--- src/rtl/seven_segment_number_formatter_macros.svh ---
// Assertion macros used by the formatter's top level.
`ifndef SEVEN_SEGMENT_NUMBER_FORMATTER_MACROS_SVH
`define SEVEN_SEGMENT_NUMBER_FORMATTER_MACROS_SVH
`ifndef SYNTHESIS
// Same-cycle implication, checked out of reset.
`define SSNF_ASSERT_IMPL(lbl, ante, cons) \
  lbl: assert property (@(posedge clk) disable iff (!rst_n) (ante) |-> cons) \
    else $error("formatter check failed");
// Next-cycle implication, checked out of reset.
`define SSNF_ASSERT_NEXT(lbl, ante, cons) \
  lbl: assert property (@(posedge clk) disable iff (!rst_n) (ante) |=> cons) \
    else $error("formatter check failed");
`else
`define SSNF_ASSERT_IMPL(lbl, ante, cons)
`define SSNF_ASSERT_NEXT(lbl, ante, cons)
`endif
`endif

--- src/rtl/ssnf_pkg.sv ---
// Shared types, constants and the segment table of the number formatter.
package ssnf_pkg;

  localparam int MAG_W = 24;
  localparam int SEG_W = 8;
  localparam int Q_W   = 15;
  localparam int DEC_W = 14;

  // Operation codes.
  localparam logic [2:0] OP_DEC_POINT = 3'd0;
  localparam logic [2:0] OP_DEC       = 3'd1;
  localparam logic [2:0] OP_HEX       = 3'd2;
  localparam logic [2:0] OP_HEADER    = 3'd3;
  localparam logic [2:0] OP_DASHES    = 3'd4;

  // Configuration register indexes.
  localparam logic [0:0] REG_POINT_MASK = 1'b0;
  localparam logic [0:0] REG_DASH_CODE  = 1'b1;

  // Decimal ranges; the code is also the digit that carries the point.
  localparam logic [1:0] SCALE_UNITS     = 2'd0;
  localparam logic [1:0] SCALE_TENS      = 2'd1;
  localparam logic [1:0] SCALE_HUNDREDS  = 2'd2;
  localparam logic [1:0] SCALE_THOUSANDS = 2'd3;

  localparam logic [MAG_W-1:0] LIMIT_TENS      = 24'd10000;
  localparam logic [MAG_W-1:0] LIMIT_HUNDREDS  = 24'd100000;
  localparam logic [MAG_W-1:0] LIMIT_THOUSANDS = 24'd1000000;

  // Reciprocals for division by 10, 100 and 1000 of a 24-bit magnitude.
  localparam int         RECIP_W     = 31;
  localparam int         RECIP_SHIFT = 34;
  localparam logic [RECIP_W-1:0] RECIP_10   = 31'd1717986919;
  localparam logic [RECIP_W-1:0] RECIP_100  = 31'd171798692;
  localparam logic [RECIP_W-1:0] RECIP_1000 = 31'd17179870;

  // Reciprocals for splitting a value below 10000 into digits.
  localparam logic [DEC_W-1:0] RECIP_H = 14'd10486;
  localparam int               SHIFT_H = 20;
  localparam logic [DEC_W-1:0] RECIP_N = 14'd13108;
  localparam int               SHIFT_N = 17;
  localparam logic [6:0]       RECIP_D = 7'd103;
  localparam int               SHIFT_D = 10;

  localparam logic [DEC_W-1:0] DEC_MAX = 14'd9999;
  localparam logic [DEC_W-1:0] HDR_MAX = 14'd999;

  localparam logic [SEG_W-1:0] POINT_MASK_RESET = 8'd1;
  localparam logic [SEG_W-1:0] DASH_CODE_RESET  = 8'd253;

  // Control that travels with each word down the pipeline.
  typedef struct packed {
    logic             valid;
    logic [2:0]       op;
    logic             dash;
    logic [1:0]       scale;
    logic [SEG_W-1:0] hdr;
  } ssnf_ctl_t;

  // Active-low segment code for one hex digit.
  function automatic logic [SEG_W-1:0] seg_code(input logic [3:0] nib);
    logic [SEG_W-1:0] code;
    case (nib)
      4'h0: code = 8'h03;
      4'h1: code = 8'h9f;
      4'h2: code = 8'h25;
      4'h3: code = 8'h0d;
      4'h4: code = 8'h99;
      4'h5: code = 8'h49;
      4'h6: code = 8'h41;
      4'h7: code = 8'h1f;
      4'h8: code = 8'h01;
      4'h9: code = 8'h09;
      4'ha: code = 8'h11;
      4'hb: code = 8'hc1;
      4'hc: code = 8'h63;
      4'hd: code = 8'h85;
      4'he: code = 8'h61;
      default: code = 8'h71;
    endcase
    return code;
  endfunction

endpackage

--- src/rtl/ssnf_scale.sv ---
// Range select and reciprocal divide: the first two pipeline stages.
module ssnf_scale
  import ssnf_pkg::*;
(
  input  logic              clk,
  input  logic              rst_n,
  input  logic              take,
  input  logic [2:0]        op,
  input  logic [24:0]       value_milli,
  input  logic [SEG_W-1:0]  hdr,
  output ssnf_ctl_t         ctl_o,
  output logic [Q_W-1:0]    q_o
);

  logic [MAG_W-1:0]   mag;
  logic               dash;
  logic [1:0]         scale;
  logic [RECIP_W-1:0] recip;

  ssnf_ctl_t          a_ctl_r, a_ctl_nxt;
  logic [MAG_W-1:0]   a_mag_r;
  logic [RECIP_W-1:0] a_recip_r;

  logic [54:0]        prod;
  logic [Q_W-1:0]     q_nxt;
  ssnf_ctl_t          b_ctl_r;
  logic [Q_W-1:0]     b_q_r;

  // Sign, the dashes code and unused codes force dashes; decimal modes pick a range, the others divide by 1000.
  always_comb begin
    mag  = value_milli[MAG_W-1:0];
    dash = value_milli[24] || (op > OP_HEADER);
    if (op == OP_DEC_POINT || op == OP_DEC) begin
      if (mag < LIMIT_TENS) begin
        scale = SCALE_UNITS;
      end else if (mag < LIMIT_HUNDREDS) begin
        scale = SCALE_TENS;
      end else if (mag < LIMIT_THOUSANDS) begin
        scale = SCALE_HUNDREDS;
      end else begin
        scale = SCALE_THOUSANDS;
      end
    end else begin
      scale = SCALE_THOUSANDS;
    end
    case (scale)
      SCALE_TENS:     recip = RECIP_10;
      SCALE_HUNDREDS: recip = RECIP_100;
      default:        recip = RECIP_1000;
    endcase
    a_ctl_nxt = '{valid: take, op: op, dash: dash, scale: scale, hdr: hdr};
  end

  // Stage one registers.
  always_ff @(posedge clk) begin
    if (!rst_n) begin
      a_ctl_r.valid <= 1'b0;
    end else begin
      a_ctl_r.valid <= a_ctl_nxt.valid;
    end
    a_ctl_r.op    <= a_ctl_nxt.op;
    a_ctl_r.dash  <= a_ctl_nxt.dash;
    a_ctl_r.scale <= a_ctl_nxt.scale;
    a_ctl_r.hdr   <= a_ctl_nxt.hdr;
    a_mag_r       <= mag;
    a_recip_r     <= recip;
  end

  // Quotient by multiply and shift; the smallest range passes through.
  assign prod = {31'b0, a_mag_r} * {24'b0, a_recip_r};
  assign q_nxt = (a_ctl_r.scale == SCALE_UNITS) ? a_mag_r[Q_W-1:0]
                                                : prod[RECIP_SHIFT+Q_W-1:RECIP_SHIFT];

  // Stage two registers.
  always_ff @(posedge clk) begin
    if (!rst_n) begin
      b_ctl_r.valid <= 1'b0;
    end else begin
      b_ctl_r.valid <= a_ctl_r.valid;
    end
    b_ctl_r.op    <= a_ctl_r.op;
    b_ctl_r.dash  <= a_ctl_r.dash;
    b_ctl_r.scale <= a_ctl_r.scale;
    b_ctl_r.hdr   <= a_ctl_r.hdr;
    b_q_r         <= q_nxt;
  end

  assign ctl_o = b_ctl_r;
  assign q_o   = b_q_r;

endmodule

--- src/rtl/ssnf_split.sv ---
// Saturation and the first digit split: the third pipeline stage.
module ssnf_split
  import ssnf_pkg::*;
(
  input  logic            clk,
  input  logic            rst_n,
  input  ssnf_ctl_t       ctl_i,
  input  logic [Q_W-1:0]  q_i,
  output ssnf_ctl_t       ctl_o,
  output logic [Q_W-1:0]  disp_o,
  output logic [6:0]      hund_o,
  output logic [9:0]      tens_o
);

  logic [DEC_W-1:0] limit;
  logic [DEC_W-1:0] sat;
  logic [Q_W-1:0]   disp_nxt;
  logic [27:0]      h_prod;
  logic [27:0]      n_prod;

  ssnf_ctl_t        c_ctl_r;
  logic [Q_W-1:0]   c_disp_r;
  logic [6:0]       c_hund_r;
  logic [9:0]       c_tens_r;

  // Clamp to the digits available, then divide by 100 and by 10; hex words pass to the display unclamped.
  always_comb begin
    limit = (ctl_i.op == OP_HEADER) ? HDR_MAX : DEC_MAX;
    sat   = (q_i > {1'b0, limit}) ? limit : q_i[DEC_W-1:0];
    disp_nxt = (ctl_i.op == OP_HEX) ? q_i : {1'b0, sat};
    h_prod = {14'b0, sat} * {14'b0, RECIP_H};
    n_prod = {14'b0, sat} * {14'b0, RECIP_N};
  end

  // Stage three registers.
  always_ff @(posedge clk) begin
    if (!rst_n) begin
      c_ctl_r.valid <= 1'b0;
    end else begin
      c_ctl_r.valid <= ctl_i.valid;
    end
    c_ctl_r.op    <= ctl_i.op;
    c_ctl_r.dash  <= ctl_i.dash;
    c_ctl_r.scale <= ctl_i.scale;
    c_ctl_r.hdr   <= ctl_i.hdr;
    c_disp_r      <= disp_nxt;
    c_hund_r      <= h_prod[SHIFT_H+6:SHIFT_H];
    c_tens_r      <= n_prod[SHIFT_N+9:SHIFT_N];
  end

  assign ctl_o  = c_ctl_r;
  assign disp_o = c_disp_r;
  assign hund_o = c_hund_r;
  assign tens_o = c_tens_r;

endmodule

--- src/rtl/ssnf_encode.sv ---
// Digit extraction, segment encoding and the output registers.
module ssnf_encode
  import ssnf_pkg::*;
(
  input  logic              clk,
  input  logic              rst_n,
  input  ssnf_ctl_t         ctl_i,
  input  logic [Q_W-1:0]    disp_i,
  input  logic [6:0]        hund_i,
  input  logic [9:0]        tens_i,
  input  logic [SEG_W-1:0]  point_mask,
  input  logic [SEG_W-1:0]  dash_code,
  output logic              valid_o,
  output logic [SEG_W-1:0]  first_o,
  output logic [SEG_W-1:0]  second_o,
  output logic [SEG_W-1:0]  third_o,
  output logic [SEG_W-1:0]  fourth_o
);

  logic [13:0]      thou_prod;
  logic [3:0]       thou;
  logic [6:0]       hund_lo;
  logic [9:0]       tens_lo;
  logic [DEC_W-1:0] unit_lo;
  logic [SEG_W-1:0] code [4];

  logic             valid_r;
  logic [SEG_W-1:0] first_r;
  logic [SEG_W-1:0] second_r;
  logic [SEG_W-1:0] third_r;
  logic [SEG_W-1:0] fourth_r;

  // Remaining digits from the quotients of the previous stage.
  always_comb begin
    thou_prod = {7'b0, hund_i} * {7'b0, RECIP_D};
    thou      = thou_prod[SHIFT_D+3:SHIFT_D];
    hund_lo   = hund_i - ({3'b0, thou} * 7'd10);
    tens_lo   = tens_i - ({3'b0, hund_i} * 10'd10);
    unit_lo   = disp_i[DEC_W-1:0] - ({4'b0, tens_i} * 14'd10);
  end

  // Segment codes per mode, point and dashes on top.
  always_comb begin
    code[0] = seg_code(thou);
    code[1] = seg_code(hund_lo[3:0]);
    code[2] = seg_code(tens_lo[3:0]);
    code[3] = seg_code(unit_lo[3:0]);
    case (ctl_i.op)
      OP_HEX: begin
        code[0] = seg_code({1'b0, disp_i[14:12]});
        code[1] = seg_code(disp_i[11:8]);
        code[2] = seg_code(disp_i[7:4]);
        code[3] = seg_code(disp_i[3:0]);
      end
      OP_HEADER: begin
        code[0] = ctl_i.hdr;
      end
      OP_DEC_POINT: begin
        code[ctl_i.scale] = code[ctl_i.scale] & ~point_mask;
      end
      default: begin
      end
    endcase
    if (ctl_i.dash) begin
      code[0] = dash_code;
      code[1] = dash_code;
      code[2] = dash_code;
      code[3] = dash_code;
    end
  end

  // Output word registers.
  always_ff @(posedge clk) begin
    if (!rst_n) begin
      valid_r <= 1'b0;
    end else begin
      valid_r <= ctl_i.valid;
    end
    first_r  <= code[0];
    second_r <= code[1];
    third_r  <= code[2];
    fourth_r <= code[3];
  end

  assign valid_o  = valid_r;
  assign first_o  = first_r;
  assign second_o = second_r;
  assign third_o  = third_r;
  assign fourth_o = fourth_r;

endmodule

--- src/rtl/seven_segment_number_formatter.sv ---
// Top level of the four-digit seven-segment number formatter.
// Each accepted word passes through four register stages: range, divide, digit split and
// encode.
// Throughput: one word per cycle, back to back; busy never rises after reset.
// Reset clears the valid bits, sets point_mask to 1 and dash_code to 253, and holds busy
// high until the first edge that sees reset released; the receiver cannot stall.
module seven_segment_number_formatter
  import ssnf_pkg::*;
(
  input  logic               clk,
  input  logic               rst_n,
  input  logic               start,
  output logic               busy,
  input  logic [2:0]         in_operation,
  input  logic signed [24:0] in_value_milli,
  input  logic [SEG_W-1:0]   in_header_code,
  output logic               out_valid,
  output logic [SEG_W-1:0]   out_digit_first,
  output logic [SEG_W-1:0]   out_digit_second,
  output logic [SEG_W-1:0]   out_digit_third,
  output logic [SEG_W-1:0]   out_digit_fourth,
  input  logic               cfg_we,
  input  logic [0:0]         cfg_index,
  input  logic [SEG_W-1:0]   cfg_wdata
);

`include "seven_segment_number_formatter_macros.svh"

  logic             busy_r;
  logic             take_word;
  logic [SEG_W-1:0] point_mask_r;
  logic [SEG_W-1:0] dash_code_r;
  logic             all_dash;

  ssnf_ctl_t        scale_ctl;
  logic [Q_W-1:0]   scale_q;
  ssnf_ctl_t        split_ctl;
  logic [Q_W-1:0]   split_disp;
  logic [6:0]       split_hund;
  logic [9:0]       split_tens;

  // Busy only while in reset.
  always_ff @(posedge clk) begin
    if (!rst_n) begin
      busy_r <= 1'b1;
    end else begin
      busy_r <= 1'b0;
    end
  end

  assign busy      = busy_r;
  assign take_word = start && !busy_r;

  // Configuration registers.
  always_ff @(posedge clk) begin
    if (!rst_n) begin
      point_mask_r <= POINT_MASK_RESET;
      dash_code_r  <= DASH_CODE_RESET;
    end else if (cfg_we) begin
      unique case (cfg_index)
        REG_POINT_MASK: point_mask_r <= cfg_wdata;
        REG_DASH_CODE:  dash_code_r  <= cfg_wdata;
        default: begin
        end
      endcase
    end
  end

  ssnf_scale u_scale (
    .clk         (clk),
    .rst_n       (rst_n),
    .take        (take_word),
    .op          (in_operation),
    .value_milli (in_value_milli),
    .hdr         (in_header_code),
    .ctl_o       (scale_ctl),
    .q_o         (scale_q)
  );

  ssnf_split u_split (
    .clk    (clk),
    .rst_n  (rst_n),
    .ctl_i  (scale_ctl),
    .q_i    (scale_q),
    .ctl_o  (split_ctl),
    .disp_o (split_disp),
    .hund_o (split_hund),
    .tens_o (split_tens)
  );

  ssnf_encode u_encode (
    .clk        (clk),
    .rst_n      (rst_n),
    .ctl_i      (split_ctl),
    .disp_i     (split_disp),
    .hund_i     (split_hund),
    .tens_i     (split_tens),
    .point_mask (point_mask_r),
    .dash_code  (dash_code_r),
    .valid_o    (out_valid),
    .first_o    (out_digit_first),
    .second_o   (out_digit_second),
    .third_o    (out_digit_third),
    .fourth_o   (out_digit_fourth)
  );

  // All four digits show the dash code.
  assign all_dash = (out_digit_first == dash_code_r) && (out_digit_second == dash_code_r) &&
                    (out_digit_third == dash_code_r) && (out_digit_fourth == dash_code_r);

  // Every accepted word comes out after the pipeline depth.
  `SSNF_ASSERT_IMPL(a_word_out, take_word, ##4 out_valid)
  // No result appears unless a word was accepted the pipeline depth earlier.
  `SSNF_ASSERT_IMPL(a_no_stray, out_valid, $past(take_word, 4))
  // A negative value shows dashes on all four digits.
  `SSNF_ASSERT_IMPL(a_neg_dash, take_word && in_value_milli[24], ##4 all_dash)

endmodule

--- config.mk ---
export PLATFORM = sky130hd
export DESIGN_NAME = seven_segment_number_formatter
export DESIGN_NICKNAME = d
export VERILOG_FILES = /design/src/rtl/ssnf_pkg.sv /design/src/rtl/ssnf_scale.sv /design/src/rtl/ssnf_split.sv /design/src/rtl/ssnf_encode.sv /design/src/rtl/seven_segment_number_formatter.sv
export VERILOG_INCLUDE_DIRS = /design/src /design/src/rtl
export SDC_FILE = /design/constraint.sdc
export NUM_CORES = 2
export LEC_CHECK = 0
export ABC_AREA = 1
export ABC_CLOCK_PERIOD_IN_PS = 5650
export CAP_MARGIN = 5
export CORE_MARGIN = 2
export CORE_UTILIZATION = 40
export DETAILED_ROUTE_END_ITERATION = 12
export DONT_BUFFER_PORTS = 1
export GPL_ROUTABILITY_DRIVEN = 1
export GPL_TIMING_DRIVEN = 1
export PLACE_DENSITY_LB_ADDON = 0.25
export SLEW_MARGIN = 20
export SYNTH_ARGS = -nofsm -noshare
export SYNTH_HDL_FRONTEND = slang
export SYNTH_HIERARCHICAL = 1
export SYNTH_SLANG_ARGS = --single-unit
--- constraint.sdc ---
create_clock -name clk -period 5.65 [get_ports clk]
set_clock_uncertainty 0.05 [all_clocks]
set_input_delay 0.2825 -clock clk [delete_from_list [all_inputs] [get_ports clk]]
set_output_delay 0.2825 -clock clk [all_outputs]
set_load 0.005 [all_outputs]
==> key figures <==
Run status
  • Run status: complete, but fails checks
  • Failing checks: setup timing

Floorplan
  • Die width: 296.8 um
  • Chip height: slightly below 300 um
  • Initial Utilization: 0.4035
  • Rows: 107
  • Core Area: roughly 85000 um^2
  • I/O pins: 83
  • Die area: 88110 um^2

Critical path
  • CP Class: reg -> reg
  • Worst Path Required: about 6000 ps
  • Crit path DAT: around 6500 ps
  • Reg2reg setup slack: -570 ps
  • R2R depth: 28
  • Critical Path Sink Type: flip-flop
  • Worst R2R Start: u_scale/a_recip_r[29]
  • Crit path top cell by count: fa_1
  • Capture point of the worst reg-to-reg path: u_scale/q_o[13]
  • Slowest CP cell: fa_1
  • CP Launch Type: flip-flop
  • CP max stage delay: 550 ps
  • Max FO, Critical Path: 7

Clocking
  • Clock sinks: 166
  • CTS tree: yes
  • Root Buffer: clkbuf_16
  • Worst-path clk slew: 70 ps
  • Worst skew pair latency: 490 ps
  • Max H-tree Level: 4
  • Cts bufs inserted: 17
  • Clock Path Buffers: 2

Detailed routing
  • Pre-antenna DRT Iters: 6
  • DRT iter0 DRCs: 1904
  • Antenna viol nets, final: 0
  • DR vias: approximately 29000
  • Vias/cell: about 4.8
  • Wire length per cell: 18.63 um
  • Total Routed Length: 111900 um
  • Residual DRC count: 0

Placement
  • Dpl hpwl: 97690 um
  • Final GP Congestion: 0.9966
  • Port bufs: 0
  • Placed instance count: 5846

Synthesis
  • Syn Inst Count: 4220
  • Synth Cell Area: roughly 34000 um^2
  • Yosys warns: 6
  • Syn Area/Cell: 8.128 um^2
  • Mapped Nets: approximately 5400

Timing
  • Final Hold Viols: 0
  • Crit share post-route: 1.101
  • Final worst path period need: 6221 ps
  • Worst setup margin: -571.1 ps
  • RSZ-0062 raised after global routing: yes
  • Tightest Pin Transition: ~930 ps
  • Rel. slew slack: 0.3786
  • Final setup vio count: 22
  • Slew Limit Fails: 0
  • Highest clock rate: about 160 MHz

Cells and area
  • Layout cells sized above 1: 0.2581
  • Final core utilization: 0.5244
  • Post-Layout Cell Count: 6008
  • FF/Latch Area: 3366 um^2
  • Area Overhead vs Synth: 29.97%
  • Fillers: roughly 7900
  • Area of the multi-input gates: around 28000 um^2
  • Leading cell type in the layout, fill and taps excluded: inv_1
  • Layout Nets: 6010
  • Commonest cells after routing, fill and taps aside: inv_1 (1219), nand2_1 (632), fa_1 (573), buf_4 (515), ha_1 (415)

Run
  • Max Cap Viol: 0

GRT
  • Largest net degree at the start of global routing: 32
  • GR Layer Usage met2: 0.4083
  • Vias in the first global route: 30291
  • Gr busiest metal: met2
  • Global-route wire length before repair: 176200 um
  • Grt total ovfl: 0
  • Initial antenna violation count: 5
  • GR Util All Layers: 0.2613
  • Met3 GRT Util: 0.04177
  • Met1 Usage GRT: 0.3739

Min path
  • Origin of the worst min-delay path: cfg_index
  • Hold path depth: 3
  • Worst min path class: in -> reg
  • WHS Endpoint: dash_code_r[1]
==> per-stage QoR <==
stage / TNS, ps / hold slack, ps / setup slack (ps) / instance area, um^2
2_1_floorplan: -110.2 / 259.6 / -27.88 / 34860
3_5_place_dp: -15030 / 260.3 / -877.0 / 40150
5_1_grt: -14360 / 46.37 / -816.3 / 44580
6_report: -9058 / 48.01 / -571.1 / 44580
4_1_cts: -7964 / 26.94 / -582.5 / 43130
3_3_place_gp: -14300 / 260.1 / -829.9 / 40150
==> flip-flops by register name (all words and copies together), names as in the netlist <==
register,flops
u_encode/fourth_o,8
u_scale/ctl_o,15
u_scale/a_mag_r,24
u_scale/a_ctl_r,15
u_encode/third_o,8
u_split/tens_o,4
u_scale/a_recip_r,6
dash_code_r,8
u_encode/second_o,8
u_encode/valid_o,1
u_split/ctl_o,15
u_encode/first_o,8
u_scale/q_o,15
busy,1
u_split/hund_o,7
u_split/disp_o,15
point_mask_r,8
==> critical path, delay by kind of cell, from the launching register on <==
family / cells / cell delay, ps
fa+ha+maj: 8 / 3950
simple gates: 10 / 1040
buf+inv: 10 / 740
flops: 1 / 330
==> what timing repair did <==
action,in CTS,in global routing
endpoints found under the setup margin,26,28
hold buffers,58,0
buffers inserted,40,36
cloned,2,2
pin swaps,166,231
gates resized for setup,391,302
hold endpoints to repair,57,0
==> routing by layer <==
| layer | up-vias | part of all wire | wire, um |
|---|---|---|---|
| met5 | - | 0.00012 | 13 |
| met4 | 2 | 0.030 | 3308 |
| met3 | 155 | 0.069 | 7743 |
| met2 | 866 | 0.44 | 49260 |
| met1 | 14026 | 0.46 | 51580 |
| li1 | 13688 | - | - |
==> cell type report <==
cell class / instances / share of cell area
Clock inverter: 15 / 0.003929
Tap cell: 1144 / 0.03211
Sequential cell: 166 / 0.07550
Clock buffer: 17 / 0.009542
Timing Repair Buffer: 652 / 0.1256
Antenna cell: 2 / 0.0001123
Multi-Input combinational cell: 2654 / 0.6375
Inverter: 1358 / 0.1157
==> worst max path at each step <==
stage                          startpoint  depth (start not counted)  slack [ps]                 to
floorplan               u_scale/ctl_o[13]                         32         -30  u_split/hund_o[5]
global placement    u_scale/a_recip_r[27]                         21        -830     u_scale/q_o[7]
detailed placement  u_scale/a_recip_r[27]                         25        -880    u_scale/q_o[10]
CTS                 u_scale/a_recip_r[27]                         26        -580    u_scale/q_o[12]
global route        u_scale/a_recip_r[17]                         26        -820    u_scale/q_o[13]
finish              u_scale/a_recip_r[29]                         28        -570    u_scale/q_o[13]
Power is left out: the tool's default activity adds up to more than one toggle a clock period on the data nets, which glitch-free logic cannot reach.
